<file path="config.mk">
export PLATFORM = sky130hd
export DESIGN_NAME = media_segment_window_index_flat
export DESIGN_NICKNAME = d
export VERILOG_FILES = /design/src/msw_pkg.sv /design/src/msw_in_if.sv /design/src/msw_out_if.sv /design/src/msw_ring.sv /design/src/media_segment_window_index.sv /design/src/flat_wrapper.sv
export SDC_FILE = /design/constraint.sdc
export NUM_CORES = 1
export LEC_CHECK = 0
export BUFFER_PORTS_ARGS = -buffer_cell sky130_fd_sc_hd__buf_2
export CAP_MARGIN = 15
export CORE_UTILIZATION = 58
export DETAILED_ROUTE_END_ITERATION = 10
export GPL_TIMING_DRIVEN = 0
export PLACE_DENSITY = 0.78
export SLEW_MARGIN = 20
export SYNTH_ARGS = -nofsm -noshare
export SYNTH_HDL_FRONTEND = slang
export SYNTH_SLANG_ARGS = --single-unit
</file>
<file path="constraint.sdc">
create_clock -name clk -period 19.36 [get_ports clk]
set_input_delay 3.872 -clock clk [delete_from_list [all_inputs] [get_ports clk]]
set_output_delay 3.872 -clock clk [all_outputs]
set_load 0.005 [all_outputs]
</file>
<file path="src/msw_pkg.sv">
// Package for the media segment window index: sizes, command codes, register map,
// the control structs between the top level and the segment ring, and the
// seconds rounding function. No dependencies.
package msw_pkg;

  // Window and part list depths; the ring wraps by bit truncation, so
  // WINDOW_DEPTH stays a power of two.
  localparam int WINDOW_DEPTH = 16;
  localparam int PART_DEPTH   = 16;
  localparam int SLOT_W       = $clog2(WINDOW_DEPTH);
  localparam int COUNT_W      = $clog2(WINDOW_DEPTH + 1);
  localparam int PCOUNT_W     = $clog2(PART_DEPTH + 1);

  // Command codes
  localparam logic [2:0] CMD_PUSH_SEG  = 3'd0;
  localparam logic [2:0] CMD_PUSH_PART = 3'd1;
  localparam logic [2:0] CMD_CLOSE     = 3'd2;
  localparam logic [2:0] CMD_QUERY     = 3'd3;
  localparam logic [2:0] CMD_ENABLE_LL = 3'd4;

  // Register map (word index) and reset value
  localparam logic       REG_MAX_SEGMENTS   = 1'b0;
  localparam logic [4:0] MAX_SEGMENTS_RESET = 5'd6;
  localparam logic [4:0] MIN_SEGMENTS       = 5'd2;

  // Status codes
  localparam logic ST_ACCEPTED  = 1'b0;
  localparam logic ST_PART_FULL = 1'b1;

  // Reciprocal of 1000 scaled by 2^27, rounded up; exact for values below 2^17.
  localparam int          RECIP_SHIFT = 27;
  localparam logic [17:0] RECIP_1000  = 18'd134218;

  typedef struct packed {
    logic                push;
    logic [PCOUNT_W-1:0] parts;
    logic [COUNT_W-1:0]  limit;
  } ring_req_t;

  typedef struct packed {
    logic [COUNT_W-1:0] count;
    logic [31:0]        oldest;
    logic [COUNT_W-1:0] count_next;
    logic [31:0]        oldest_next;
    logic               hit;
  } ring_stat_t;

  // ceil(ms / 1000), at least 1
  function automatic logic [6:0] ceil_seconds(input logic [15:0] ms);
    logic [16:0] biased;
    logic [34:0] prod;
    logic [6:0]  secs;
    biased = 17'(ms) + 17'd999;
    prod   = 35'(biased) * 35'(RECIP_1000);
    secs   = prod[RECIP_SHIFT +: 7];
    return (secs == 7'd0) ? 7'd1 : secs;
  endfunction

endpackage

</file>
<file path="src/msw_in_if.sv">
// Command channel of the media segment window index.
// Depends on nothing; payload widths follow the command item fields.
interface msw_in_if;
  logic        valid;
  logic        ready;
  logic [2:0]  command;
  logic [26:0] size_bytes;
  logic [15:0] duration_ms;
  logic        independent;
  logic [31:0] query_seq;
  logic [7:0]  query_part;

  modport source (output valid, command, size_bytes, duration_ms, independent,
                  query_seq, query_part, input ready);
  modport sink (input valid, command, size_bytes, duration_ms, independent,
                query_seq, query_part, output ready);
endinterface

</file>
<file path="src/msw_out_if.sv">
// Result channel of the media segment window index.
// Depends on nothing; payload widths follow the result item fields.
interface msw_out_if;
  logic        valid;
  logic        ready;
  logic        status;
  logic [31:0] seq_out;
  logic [47:0] seg_start;
  logic [31:0] part_offset;
  logic        available;
  logic [6:0]  target_duration_s;
  logic        store_ready;
  logic        ll_ready;
  logic [31:0] first_held_seq;
  logic [4:0]  segment_count;

  modport source (output valid, status, seq_out, seg_start, part_offset, available,
                  target_duration_s, store_ready, ll_ready, first_held_seq,
                  segment_count, input ready);
  modport sink (input valid, status, seq_out, seg_start, part_offset, available,
                target_duration_s, store_ready, ll_ready, first_held_seq,
                segment_count, output ready);
endinterface

</file>
<file path="src/msw_ring.sv">
// Segment ring of the media segment window index: head, count, oldest sequence
// and the per-slot part counts, plus the range check and lookup for part queries.
// Depends on msw_pkg.
module msw_ring (
  input  logic                clk,
  input  logic                rst,
  input  msw_pkg::ring_req_t  req,
  input  logic [31:0]         query_seq,
  input  logic [7:0]          query_part,
  output msw_pkg::ring_stat_t stat
);

  logic [msw_pkg::SLOT_W-1:0]   head;
  logic [msw_pkg::SLOT_W-1:0]   head_next;
  logic [msw_pkg::COUNT_W-1:0]  count;
  logic [msw_pkg::COUNT_W-1:0]  count_next;
  logic [31:0]                  oldest;
  logic [31:0]                  oldest_next;
  logic [msw_pkg::PCOUNT_W-1:0] parts_mem [msw_pkg::WINDOW_DEPTH];

  logic                         evict;
  logic [msw_pkg::COUNT_W-1:0]  kept;
  logic [msw_pkg::SLOT_W-1:0]   wr_slot;
  logic [msw_pkg::SLOT_W-1:0]   rd_slot;
  logic [31:0]                  last_seq;
  logic [31:0]                  rel;
  logic                         in_range;
  logic [msw_pkg::PCOUNT_W-1:0] rd_parts;

  // Push: drop the oldest slot first when the window is full.
  always_comb begin
    evict       = req.push && (count >= req.limit);
    head_next   = evict ? head + msw_pkg::SLOT_W'(1) : head;
    kept        = evict ? count - msw_pkg::COUNT_W'(1) : count;
    oldest_next = evict ? oldest + 32'd1 : oldest;
    wr_slot     = head_next + kept[msw_pkg::SLOT_W-1:0];
    count_next  = req.push ? kept + msw_pkg::COUNT_W'(1) : count;
  end

  // Query against the held range; the last sequence wraps at 32 bits, so a
  // wrapped range holds nothing.
  always_comb begin
    last_seq = oldest + 32'(count) - 32'd1;
    in_range = (count != '0) && (query_seq >= oldest) && (query_seq <= last_seq);
    rel      = query_seq - oldest;
    rd_slot  = head + rel[msw_pkg::SLOT_W-1:0];
    rd_parts = parts_mem[rd_slot];
  end

  always_comb begin
    stat.count       = count;
    stat.oldest      = oldest;
    stat.count_next  = count_next;
    stat.oldest_next = oldest_next;
    stat.hit         = in_range && ((query_part == 8'd0) || (8'(rd_parts) > query_part));
  end

  always_ff @(posedge clk) begin
    if (rst) begin
      head   <= '0;
      count  <= '0;
      oldest <= '0;
    end else begin
      head   <= head_next;
      count  <= count_next;
      oldest <= oldest_next;
    end
  end

  always_ff @(posedge clk) begin
    if (req.push) begin
      parts_mem[wr_slot] <= req.parts;
    end
  end

endmodule

</file>
<file path="src/media_segment_window_index.sv">
// Media segment window index: top level.
// Depends on msw_pkg, msw_in_if, msw_out_if and msw_ring.
//
// Usage:
//   item   - command channel (valid/ready). One transaction carries one command:
//            push segment, push part, close live segment, query part, or
//            enable low latency, with its size, duration and query fields.
//   result - result channel (valid/ready). Exactly one result transaction per
//            command, in command order.
//   APB    - one register, max_segments at byte address 0 (window size,
//            clamped to 2..16). Write it only while the block is idle.
// Latency: a result is offered on the cycle after its command is accepted.
// Throughput: one command per cycle while the result channel takes results.
// The whole command (ring update, counter updates, query lookup and the
// seconds rounding multiply) is a single pass of logic into the result register.
// Stalls: the result register parts the channels; while a result waits
// untaken, item.ready is low, and it rises in the cycle the result is taken.
// Reset: rst is synchronous; the window, live segment, counters and the
// low-latency flag empty to zero and max_segments returns to 6. There is no
// clearing pass: tables are only read at held entries.
module media_segment_window_index (
  input  logic        clk,
  input  logic        rst,
  msw_in_if.sink      item,
  msw_out_if.source   result,
  input  logic        psel,
  input  logic        penable,
  input  logic        pwrite,
  input  logic [2:0]  paddr,
  input  logic [31:0] pwdata,
  output logic [31:0] prdata,
  output logic        pready
);

  // Configuration
  logic [4:0]                   max_segments;
  logic [msw_pkg::COUNT_W-1:0]  limit;

  // Stream state
  logic [31:0]                  seq_counter;
  logic [31:0]                  seq_counter_next;
  logic [47:0]                  cumulative_ms;
  logic [47:0]                  cumulative_ms_next;
  logic [15:0]                  max_duration_ms;
  logic [15:0]                  max_duration_ms_next;
  logic [31:0]                  live_seq;
  logic [31:0]                  live_seq_next;
  logic [31:0]                  live_length;
  logic [31:0]                  live_length_next;
  logic [msw_pkg::PCOUNT_W-1:0] live_part_count;
  logic [msw_pkg::PCOUNT_W-1:0] live_part_count_next;
  logic                         low_latency_on;
  logic                         low_latency_on_next;

  // Result register
  logic        out_valid;
  logic        status;
  logic        status_next;
  logic [31:0] seq_out;
  logic [31:0] seq_out_next;
  logic [47:0] seg_start;
  logic [47:0] seg_start_next;
  logic [31:0] part_offset;
  logic [31:0] part_offset_next;
  logic        available;
  logic        available_next;
  logic [6:0]  target_duration_s;
  logic        store_ready;
  logic        ll_ready;
  logic [31:0] first_held_seq;
  logic [4:0]  segment_count;

  logic                accept;
  logic                is_push_seg;
  logic                is_close;
  logic                part_full;
  msw_pkg::ring_req_t  ring_req;
  msw_pkg::ring_stat_t ring_stat;

  // APB: writes complete in the access phase, pready tied high.
  assign pready = 1'b1;
  assign prdata = (paddr[2] == msw_pkg::REG_MAX_SEGMENTS) ? {27'd0, max_segments} : 32'd0;

  always_ff @(posedge clk) begin
    if (rst) begin
      max_segments <= msw_pkg::MAX_SEGMENTS_RESET;
    end else if (psel && penable && pwrite && (paddr[2] == msw_pkg::REG_MAX_SEGMENTS)) begin
      max_segments <= pwdata[4:0];
    end
  end

  // Clamp the window size to what the ring can hold.
  always_comb begin
    priority if (max_segments < msw_pkg::MIN_SEGMENTS) begin
      limit = msw_pkg::COUNT_W'(msw_pkg::MIN_SEGMENTS);
    end else if (32'(max_segments) > 32'(msw_pkg::WINDOW_DEPTH)) begin
      limit = msw_pkg::COUNT_W'(msw_pkg::WINDOW_DEPTH);
    end else begin
      limit = msw_pkg::COUNT_W'(max_segments);
    end
  end

  // Take a command whenever the result register is free or being emptied.
  assign item.ready = !out_valid || result.ready;
  assign accept     = item.valid && item.ready;

  assign is_push_seg = (item.command == msw_pkg::CMD_PUSH_SEG);
  assign is_close    = (item.command == msw_pkg::CMD_CLOSE);
  assign part_full   = (32'(live_part_count) >= 32'(msw_pkg::PART_DEPTH));

  always_comb begin
    ring_req.push  = accept && (is_push_seg || is_close);
    ring_req.parts = is_close ? live_part_count : '0;
    ring_req.limit = limit;
  end

  msw_ring u_ring (
    .clk        (clk),
    .rst        (rst),
    .req        (ring_req),
    .query_seq  (item.query_seq),
    .query_part (item.query_part),
    .stat       (ring_stat)
  );

  // Command decode: next state and the command-specific result fields.
  always_comb begin
    seq_counter_next     = seq_counter;
    cumulative_ms_next   = cumulative_ms;
    max_duration_ms_next = max_duration_ms;
    live_seq_next        = live_seq;
    live_length_next     = live_length;
    live_part_count_next = live_part_count;
    low_latency_on_next  = low_latency_on;
    status_next          = msw_pkg::ST_ACCEPTED;
    seq_out_next         = 32'd0;
    seg_start_next       = 48'd0;
    part_offset_next     = 32'd0;
    available_next       = 1'b0;

    unique case (item.command)
      msw_pkg::CMD_PUSH_SEG, msw_pkg::CMD_CLOSE: begin
        seq_out_next       = seq_counter;
        seg_start_next     = cumulative_ms;
        seq_counter_next   = seq_counter + 32'd1;
        cumulative_ms_next = cumulative_ms + 48'(item.duration_ms);
        if (item.duration_ms > max_duration_ms) begin
          max_duration_ms_next = item.duration_ms;
        end
        if (is_close) begin
          // Close the live segment and open the next one.
          live_length_next     = 32'd0;
          live_part_count_next = '0;
          live_seq_next        = seq_counter + 32'd1;
        end
      end
      msw_pkg::CMD_PUSH_PART: begin
        seq_out_next = live_seq;
        if (part_full) begin
          status_next = msw_pkg::ST_PART_FULL;
        end else begin
          part_offset_next     = live_length;
          live_length_next     = live_length + 32'(item.size_bytes);
          live_part_count_next = live_part_count + msw_pkg::PCOUNT_W'(1);
        end
      end
      msw_pkg::CMD_QUERY: begin
        available_next = ((live_seq == item.query_seq) &&
                          (8'(live_part_count) > item.query_part)) || ring_stat.hit;
      end
      msw_pkg::CMD_ENABLE_LL: begin
        low_latency_on_next = (item.duration_ms != 16'd0);
        live_seq_next       = seq_counter;
      end
      default: begin
        // Unknown command: hold all state, report status fields only.
      end
    endcase
  end

  // Stream state advances only on an accepted command.
  always_ff @(posedge clk) begin
    if (rst) begin
      seq_counter     <= '0;
      cumulative_ms   <= '0;
      max_duration_ms <= '0;
      live_seq        <= '0;
      live_length     <= '0;
      live_part_count <= '0;
      low_latency_on  <= 1'b0;
    end else if (accept) begin
      seq_counter     <= seq_counter_next;
      cumulative_ms   <= cumulative_ms_next;
      max_duration_ms <= max_duration_ms_next;
      live_seq        <= live_seq_next;
      live_length     <= live_length_next;
      live_part_count <= live_part_count_next;
      low_latency_on  <= low_latency_on_next;
    end
  end

  // Result valid: set on accept, drop once taken.
  always_ff @(posedge clk) begin
    if (rst) begin
      out_valid <= 1'b0;
    end else if (accept) begin
      out_valid <= 1'b1;
    end else if (result.ready) begin
      out_valid <= 1'b0;
    end
  end

  // Result payload: status fields reflect the state after the command.
  always_ff @(posedge clk) begin
    if (accept) begin
      status            <= status_next;
      seq_out           <= seq_out_next;
      seg_start         <= seg_start_next;
      part_offset       <= part_offset_next;
      available         <= available_next;
      target_duration_s <= msw_pkg::ceil_seconds(max_duration_ms_next);
      store_ready       <= (ring_stat.count_next != '0);
      ll_ready          <= low_latency_on_next &&
                           ((ring_stat.count_next != '0) || (live_part_count_next != '0));
      first_held_seq    <= ring_stat.oldest_next;
      segment_count     <= 5'(ring_stat.count_next);
    end
  end

  assign result.valid             = out_valid;
  assign result.status            = status;
  assign result.seq_out           = seq_out;
  assign result.seg_start         = seg_start;
  assign result.part_offset       = part_offset;
  assign result.available         = available;
  assign result.target_duration_s = target_duration_s;
  assign result.store_ready       = store_ready;
  assign result.ll_ready          = ll_ready;
  assign result.first_held_seq    = first_held_seq;
  assign result.segment_count     = segment_count;

  // Window never holds more than the ring depth.
  a_count_bound: assert property (@(posedge clk) disable iff (rst)
    32'(ring_stat.count) <= 32'(msw_pkg::WINDOW_DEPTH))
    else $error("segment count beyond ring depth");

  // Part list never overruns.
  a_parts_bound: assert property (@(posedge clk) disable iff (rst)
    32'(live_part_count) <= 32'(msw_pkg::PART_DEPTH))
    else $error("live part count beyond part list depth");

  // A push into a full window evicts exactly one segment.
  a_evict: assert property (@(posedge clk) disable iff (rst)
    (ring_req.push && (ring_stat.count >= limit)) |=>
      (ring_stat.oldest == $past(ring_stat.oldest) + 32'd1) &&
      (ring_stat.count == $past(ring_stat.count)))
    else $error("eviction did not retire the oldest segment");

  // Every segment push hands out the next sequence number.
  a_seq_advance: assert property (@(posedge clk) disable iff (rst)
    ring_req.push |=> (seq_counter == $past(seq_counter) + 32'd1) &&
                      (seq_out == $past(seq_counter)))
    else $error("sequence number not advanced on push");

endmodule

</file>
<file path="src/flat_wrapper.sv">
// flat-port wrapper written by rule: the top's interface ports become plain ports
module media_segment_window_index_flat 
  (clk, rst, psel, penable, pwrite, paddr, pwdata, prdata, pready, item_valid, item_command, item_size_bytes, item_duration_ms, item_independent, item_query_seq, item_query_part, item_ready, result_valid, result_status, result_seq_out, result_seg_start, result_part_offset, result_available, result_target_duration_s, result_store_ready, result_ll_ready, result_first_held_seq, result_segment_count, result_ready);
  msw_in_if item_i ();
  msw_out_if result_i ();
  input  logic clk;
  input  logic rst;
  input  logic psel;
  input  logic penable;
  input  logic pwrite;
  input  logic [2:0] paddr;
  input  logic [31:0] pwdata;
  output logic [31:0] prdata;
  output logic pready;
  input wire logic [$bits(item_i.valid)-1:0] item_valid;
  input wire logic [$bits(item_i.command)-1:0] item_command;
  input wire logic [$bits(item_i.size_bytes)-1:0] item_size_bytes;
  input wire logic [$bits(item_i.duration_ms)-1:0] item_duration_ms;
  input wire logic [$bits(item_i.independent)-1:0] item_independent;
  input wire logic [$bits(item_i.query_seq)-1:0] item_query_seq;
  input wire logic [$bits(item_i.query_part)-1:0] item_query_part;
  output wire logic [$bits(item_i.ready)-1:0] item_ready;
  output wire logic [$bits(result_i.valid)-1:0] result_valid;
  output wire logic [$bits(result_i.status)-1:0] result_status;
  output wire logic [$bits(result_i.seq_out)-1:0] result_seq_out;
  output wire logic [$bits(result_i.seg_start)-1:0] result_seg_start;
  output wire logic [$bits(result_i.part_offset)-1:0] result_part_offset;
  output wire logic [$bits(result_i.available)-1:0] result_available;
  output wire logic [$bits(result_i.target_duration_s)-1:0] result_target_duration_s;
  output wire logic [$bits(result_i.store_ready)-1:0] result_store_ready;
  output wire logic [$bits(result_i.ll_ready)-1:0] result_ll_ready;
  output wire logic [$bits(result_i.first_held_seq)-1:0] result_first_held_seq;
  output wire logic [$bits(result_i.segment_count)-1:0] result_segment_count;
  input wire logic [$bits(result_i.ready)-1:0] result_ready;
  assign item_i.valid = item_valid;
  assign item_i.command = item_command;
  assign item_i.size_bytes = item_size_bytes;
  assign item_i.duration_ms = item_duration_ms;
  assign item_i.independent = item_independent;
  assign item_i.query_seq = item_query_seq;
  assign item_i.query_part = item_query_part;
  assign item_ready = item_i.ready;
  assign result_valid = result_i.valid;
  assign result_status = result_i.status;
  assign result_seq_out = result_i.seq_out;
  assign result_seg_start = result_i.seg_start;
  assign result_part_offset = result_i.part_offset;
  assign result_available = result_i.available;
  assign result_target_duration_s = result_i.target_duration_s;
  assign result_store_ready = result_i.store_ready;
  assign result_ll_ready = result_i.ll_ready;
  assign result_first_held_seq = result_i.first_held_seq;
  assign result_segment_count = result_i.segment_count;
  assign result_i.ready = result_ready;
  media_segment_window_index u_core (.clk(clk), .rst(rst), .item(item_i), .result(result_i), .psel(psel), .penable(penable), .pwrite(pwrite), .paddr(paddr), .pwdata(pwdata), .prdata(prdata), .pready(pready));
endmodule
</file>
==> summary.md <==
| Metric | Value |
|---|---|
| Maximum number of pins on one net before global-route repair | `97` |
| Maximum vdd drop | `0.137 mV` |
| Setup_tns | `0 ns` |
| # hold bufs at CTS | `0` |
| List of most frequent post-synthesis cells | `ha_1 (345), nor2_1 (249), edfxtp_1 (240), inv_1 (232), dfxtp_1 (213)` |
| Via count of the first global-routing pass | `22900` |
| Number of flip-flops and latches in the synthesized netlist | `roughly 450` |
| Setup clock skew after layout | `0.0251 ns` |
| Overflow left after global routing | `0` |
| Initial cell density of the core | `58.7%` |
| Number of nets with antenna violations after routing | `0` |
| Delay-heaviest family, CP | `adder cells` |
| Number of gates resized after cts | `0` |
| Syn Std Cell Area | `29300 sq um` |
| Routed vias | `23100` |
| Required time at the worst-slack endpoint | `a little under 20 ns` |
| Clock root cell | `clkbuf_16` |
| Hold Vio Cnt, Final | `0` |
| Unique masters post-synth | `91` |
| Clock-pin slew on the worst setup and hold paths | `roughly 0.060 ns` |
| Core region area | `50000 sq um` |
| Sequential share of the synthesized area | `39.1%` |
| FF+latch area | `11500 sq um` |
| Post-synth EDFFs | `240` |
| Number of max-cap violations | `0` |
| Cell area after placement | `31600 sq um` |
| P_int | `slightly above 2 mW` |
| WL/cell | `19.6 um` |
| Global placer's final weighted congestion | `0.946` |
| Crit path max-delay cell type | `mux2i_1` |
| Area added between synthesis and finish | `13.7%` |
| Wire length of the first global-routing pass | `122000 um` |
| Placement row count | `just over 80` |
| Setup repair after global routing missed its margin | `no` |
| Post-detailed-placement half-perimeter wirelength | `59500 um` |
| Kind of critical path | `in -> reg` |
| Power dissipated by switching net loads | `0.975 mW` |
| Per-instance average area after synthesis | `10.1 sq um` |
| Clock insertion delay at the later pin of the skew report | `0.61 ns` |
| Top-count cell post-synth | `ha_1` |
| Class of the most critical hold timing path | `reg -> reg` |
| Capturing element type of the critical path | `flip-flop` |
| Register-to-register path setup slack | `about 8.0 ns` |
| Total power density per cell area | `~91 nW/um^2` |
| Drc violations | `0` |
| Cell count after synthesis | `2915` |
| I/O pin count | `324` |
| Number of fill cells | `3923` |
| Max frequency | `69.7 MHz` |
| Warning count from the yosys run | `0` |
| Number of sinks on the clock net | `453` |
| Critical path fanouts, max | `10` |
| Power share of the combinational group | `32.0%` |
| Fraction of power consumed by sequential logic | `between 30% and 40%` |
| Tightest Pin Transition | `1.14 ns` |
| Initial DRC Count | `1417` |
| Run status | `finished, final reports clean` |
| CTS tree | `built` |
| Number of failing setup endpoints in the final timing report | `0` |
| Ratio of final minimum period to clock period | `74.1%` |
| Top_reg_cell synth | `edfxtp_1` |
| Antenna violations before repair | `5` |
| Post-detailed-routing wire length | `77800 um` |
| Cells taking the most area after synthesis | `edfxtp_1 (25%), ha_1 (15%), dfxtp_1 (15%), xnor2_1 (4.0%), fa_1 (3.3%)` |
| Yosys top cell by area | `edfxtp_1` |
| Floorplan die width | `227 um` |
| Deepest level of the CTS H-tree | `2` |
| DIE AREA | `51400 sq um` |
| Area of the multi-input gates | `16500 sq um` |
| Number of buffers and inverters on the critical path | `5` |
| Final Cell Area | `33300 sq um` |
| Final worst slack | `5.02 ns` |
| Slew margin rel. | `a little under a quarter` |
| Startpoint class of the critical path | `primary input` |
| Fraction of layout instances using a drive strength above 1 | `between 10% and 20%` |
| PortBufs | `263` |
| Total routing resource utilization after global routing | `30.3%` |
| Share of the synthesized area in the top cell type | `around a quarter` |
| Overall die height | `227 um` |
| Max incr delay on CP | `0.78 ns` |
| Worst-case clock buffer depth | `3` |
| Fraction of power consumed by the clock network | `roughly 33%` |
| DR pass1 iterations | `5` |
| Sw Ratio | `32.3%` |
| Worst EP arrival | `approximately 15 ns` |
| Crit path time final | `14.34 ns` |
| Leakage power figure | `14.5 nW` |
| Asr flop ratio synth | `0%` |
| Slew Limit Fails | `0` |
| Setup fix buffers added after clock tree synthesis | `0` |
| Count of nets after finishing | `3779` |
| Number of CTS-inserted buffers | `49` |
| Most common cell type on the critical path | `ha_1` |
| Via/cell ratio | `5.81` |
| Post-placement worst setup slack | `4.53 ns` |
==> worst reg2reg max path, delay by kind of cell, from the launching register on <==
kind	cells	cell delay, ns
compound gates	10	2.74
fa+ha+maj	8	3.38
flops	1	0.45
buf+inv	5	0.89
simple gates	10	1.98
xor+xnor	2	0.20
mux	3	1.61
==> stage by stage <==
| stage | power, mW | hold WS, ns | util [%] | std cells |
|---|---|---|---|---|
| floorplan | 1.76 | 0.429 | - | 2941 |
| global placement | 1.98 | 0.454 | 63.2 | 3876 |
| detailed placement | 2.02 | 0.456 | 63.2 | 3877 |
| CTS | 3.03 | 0.469 | 66.7 | 3967 |
| global route | 3.20 | 0.493 | 66.7 | 3967 |
| finish | 3.02 | 0.468 | 66.7 | 3969 |
==> registers in the layout, indices dropped and copies added (netlist names) <==
| signal | flops |
|---|---|
| u_core.live_seq | 32 |
| u_core.result.available | 1 |
| u_core.u_ring.head | 4 |
| u_core.max_duration_ms | 16 |
| u_core.cumulative_ms | 48 |
| u_core.live_length | 32 |
| u_core.seq_counter | 32 |
| u_core.result.segment_count | 5 |
| u_core.result.status | 1 |
| u_core.result.valid | 1 |
| u_core.low_latency_on | 1 |
| u_core.result.seg_start | 48 |
| u_core.result.first_held_seq | 32 |
| u_core.result.ll_ready | 1 |
| u_core.max_segments | 5 |
| u_core.u_ring.parts_mem | 80 |
| u_core.result.part_offset | 32 |
| u_core.u_ring.count | 5 |
| u_core.u_ring.oldest | 32 |
| u_core.live_part_count | 5 |
| u_core.result.target_duration_s | 7 |
| u_core.result.seq_out | 32 |
| u_core.result.store_ready | 1 |
==> power by group through the flow <==
| stage | Sequential (mW) | Clock [mW] | Combinational, mW |
|---|---|---|---|
| finish | 1.05 | 1.00 | 0.967 |
| global route | 1.05 | 1.05 | 1.10 |
| floorplan | 1.07 | 0 | 0.694 |
| CTS | 1.05 | 1.01 | 0.967 |
| global placement | 1.07 | 0 | 0.910 |
| detailed placement | 1.07 | 0 | 0.954 |
==> per-layer routing <==
| layer | up-vias | wire, um | track usage, % |
|---|---|---|---|
| li1 | 10900 | - | - |
| met1 | 11100 | 32700 | 38.4 |
| met2 | 829 | 36300 | 50.0 |
| met3 | 205 | 5340 | 5.95 |
| met4 | 6 | 3460 | 13.8 |
| met5 | - | 39 | 0 |
==> layout by cell type (no fill, tap or decap), drive strengths merged, types with 7 or more instances in the layout <==
cell	n
nor3	57
o31ai	9
inv	233
edfxtp	240
nand2	167
a31oi	11
a211oi	40
a21boi	8
buf	306
nand4	45
mux4	25
fa	49
a22o	34
nor2b	62
o211ai	8
bufinv	10
a22oi	12
o21a	18
a311oi	11
xnor2	136
or3	42
nor2	251
conb	28
a211o	7
nand3	77
a21o	89
and3	31
clkinv	15
xor2	113
ha	345
nor4	19
mux2i	35
and2	83
dfxtp	213
clkbuf	140
nand2b	24
a21oi	132
o21ai	98
==> cell families after synthesis <==
kind of cell,count (synthesis),share of synthesized area (%)
fa+ha+maj,394,18.1
mux,60,3.21
compound gates,521,11.9
simple gates,885,15.2
flops,453,39.1
other cells,2,0.0256
buf+inv,351,4.91
xor+xnor,249,7.52
==> final timing paths <==
kind,depth (start not counted),to,start
setup / recovery,38,u_core.result.target_duration_s[0]$_SDFFCE_PN1P_,item_duration_ms[14]
hold / removal,2,u_core.cumulative_ms[4]$_SDFFE_PP0P_,u_core.cumulative_ms[4]$_SDFFE_PP0P_
setup reg to reg,38,u_core.result.target_duration_s[0]$_SDFFCE_PN1P_,u_core.max_duration_ms[8]$_SDFFE_PP0P_
hold reg to reg,2,u_core.cumulative_ms[4]$_SDFFE_PP0P_,u_core.cumulative_ms[4]$_SDFFE_PP0P_
==> layout make-up <==
| type | count | area share, % |
|---|---|---|
| Multi-Input combinational cell | 2137 | 49.5 |
| Buffer | 118 | 1.70 |
| Timing Repair Buffer | 264 | 4.03 |
| Inverter | 233 | 2.65 |
| Clock inverter | 26 | 1.28 |
| Tap cell | 672 | 2.52 |
| Clock buffer | 64 | 3.85 |
| Antenna cell | 2 | 0.0150 |
| Sequential cell | 453 | 34.4 |
(Power assumes the default switching activity.)
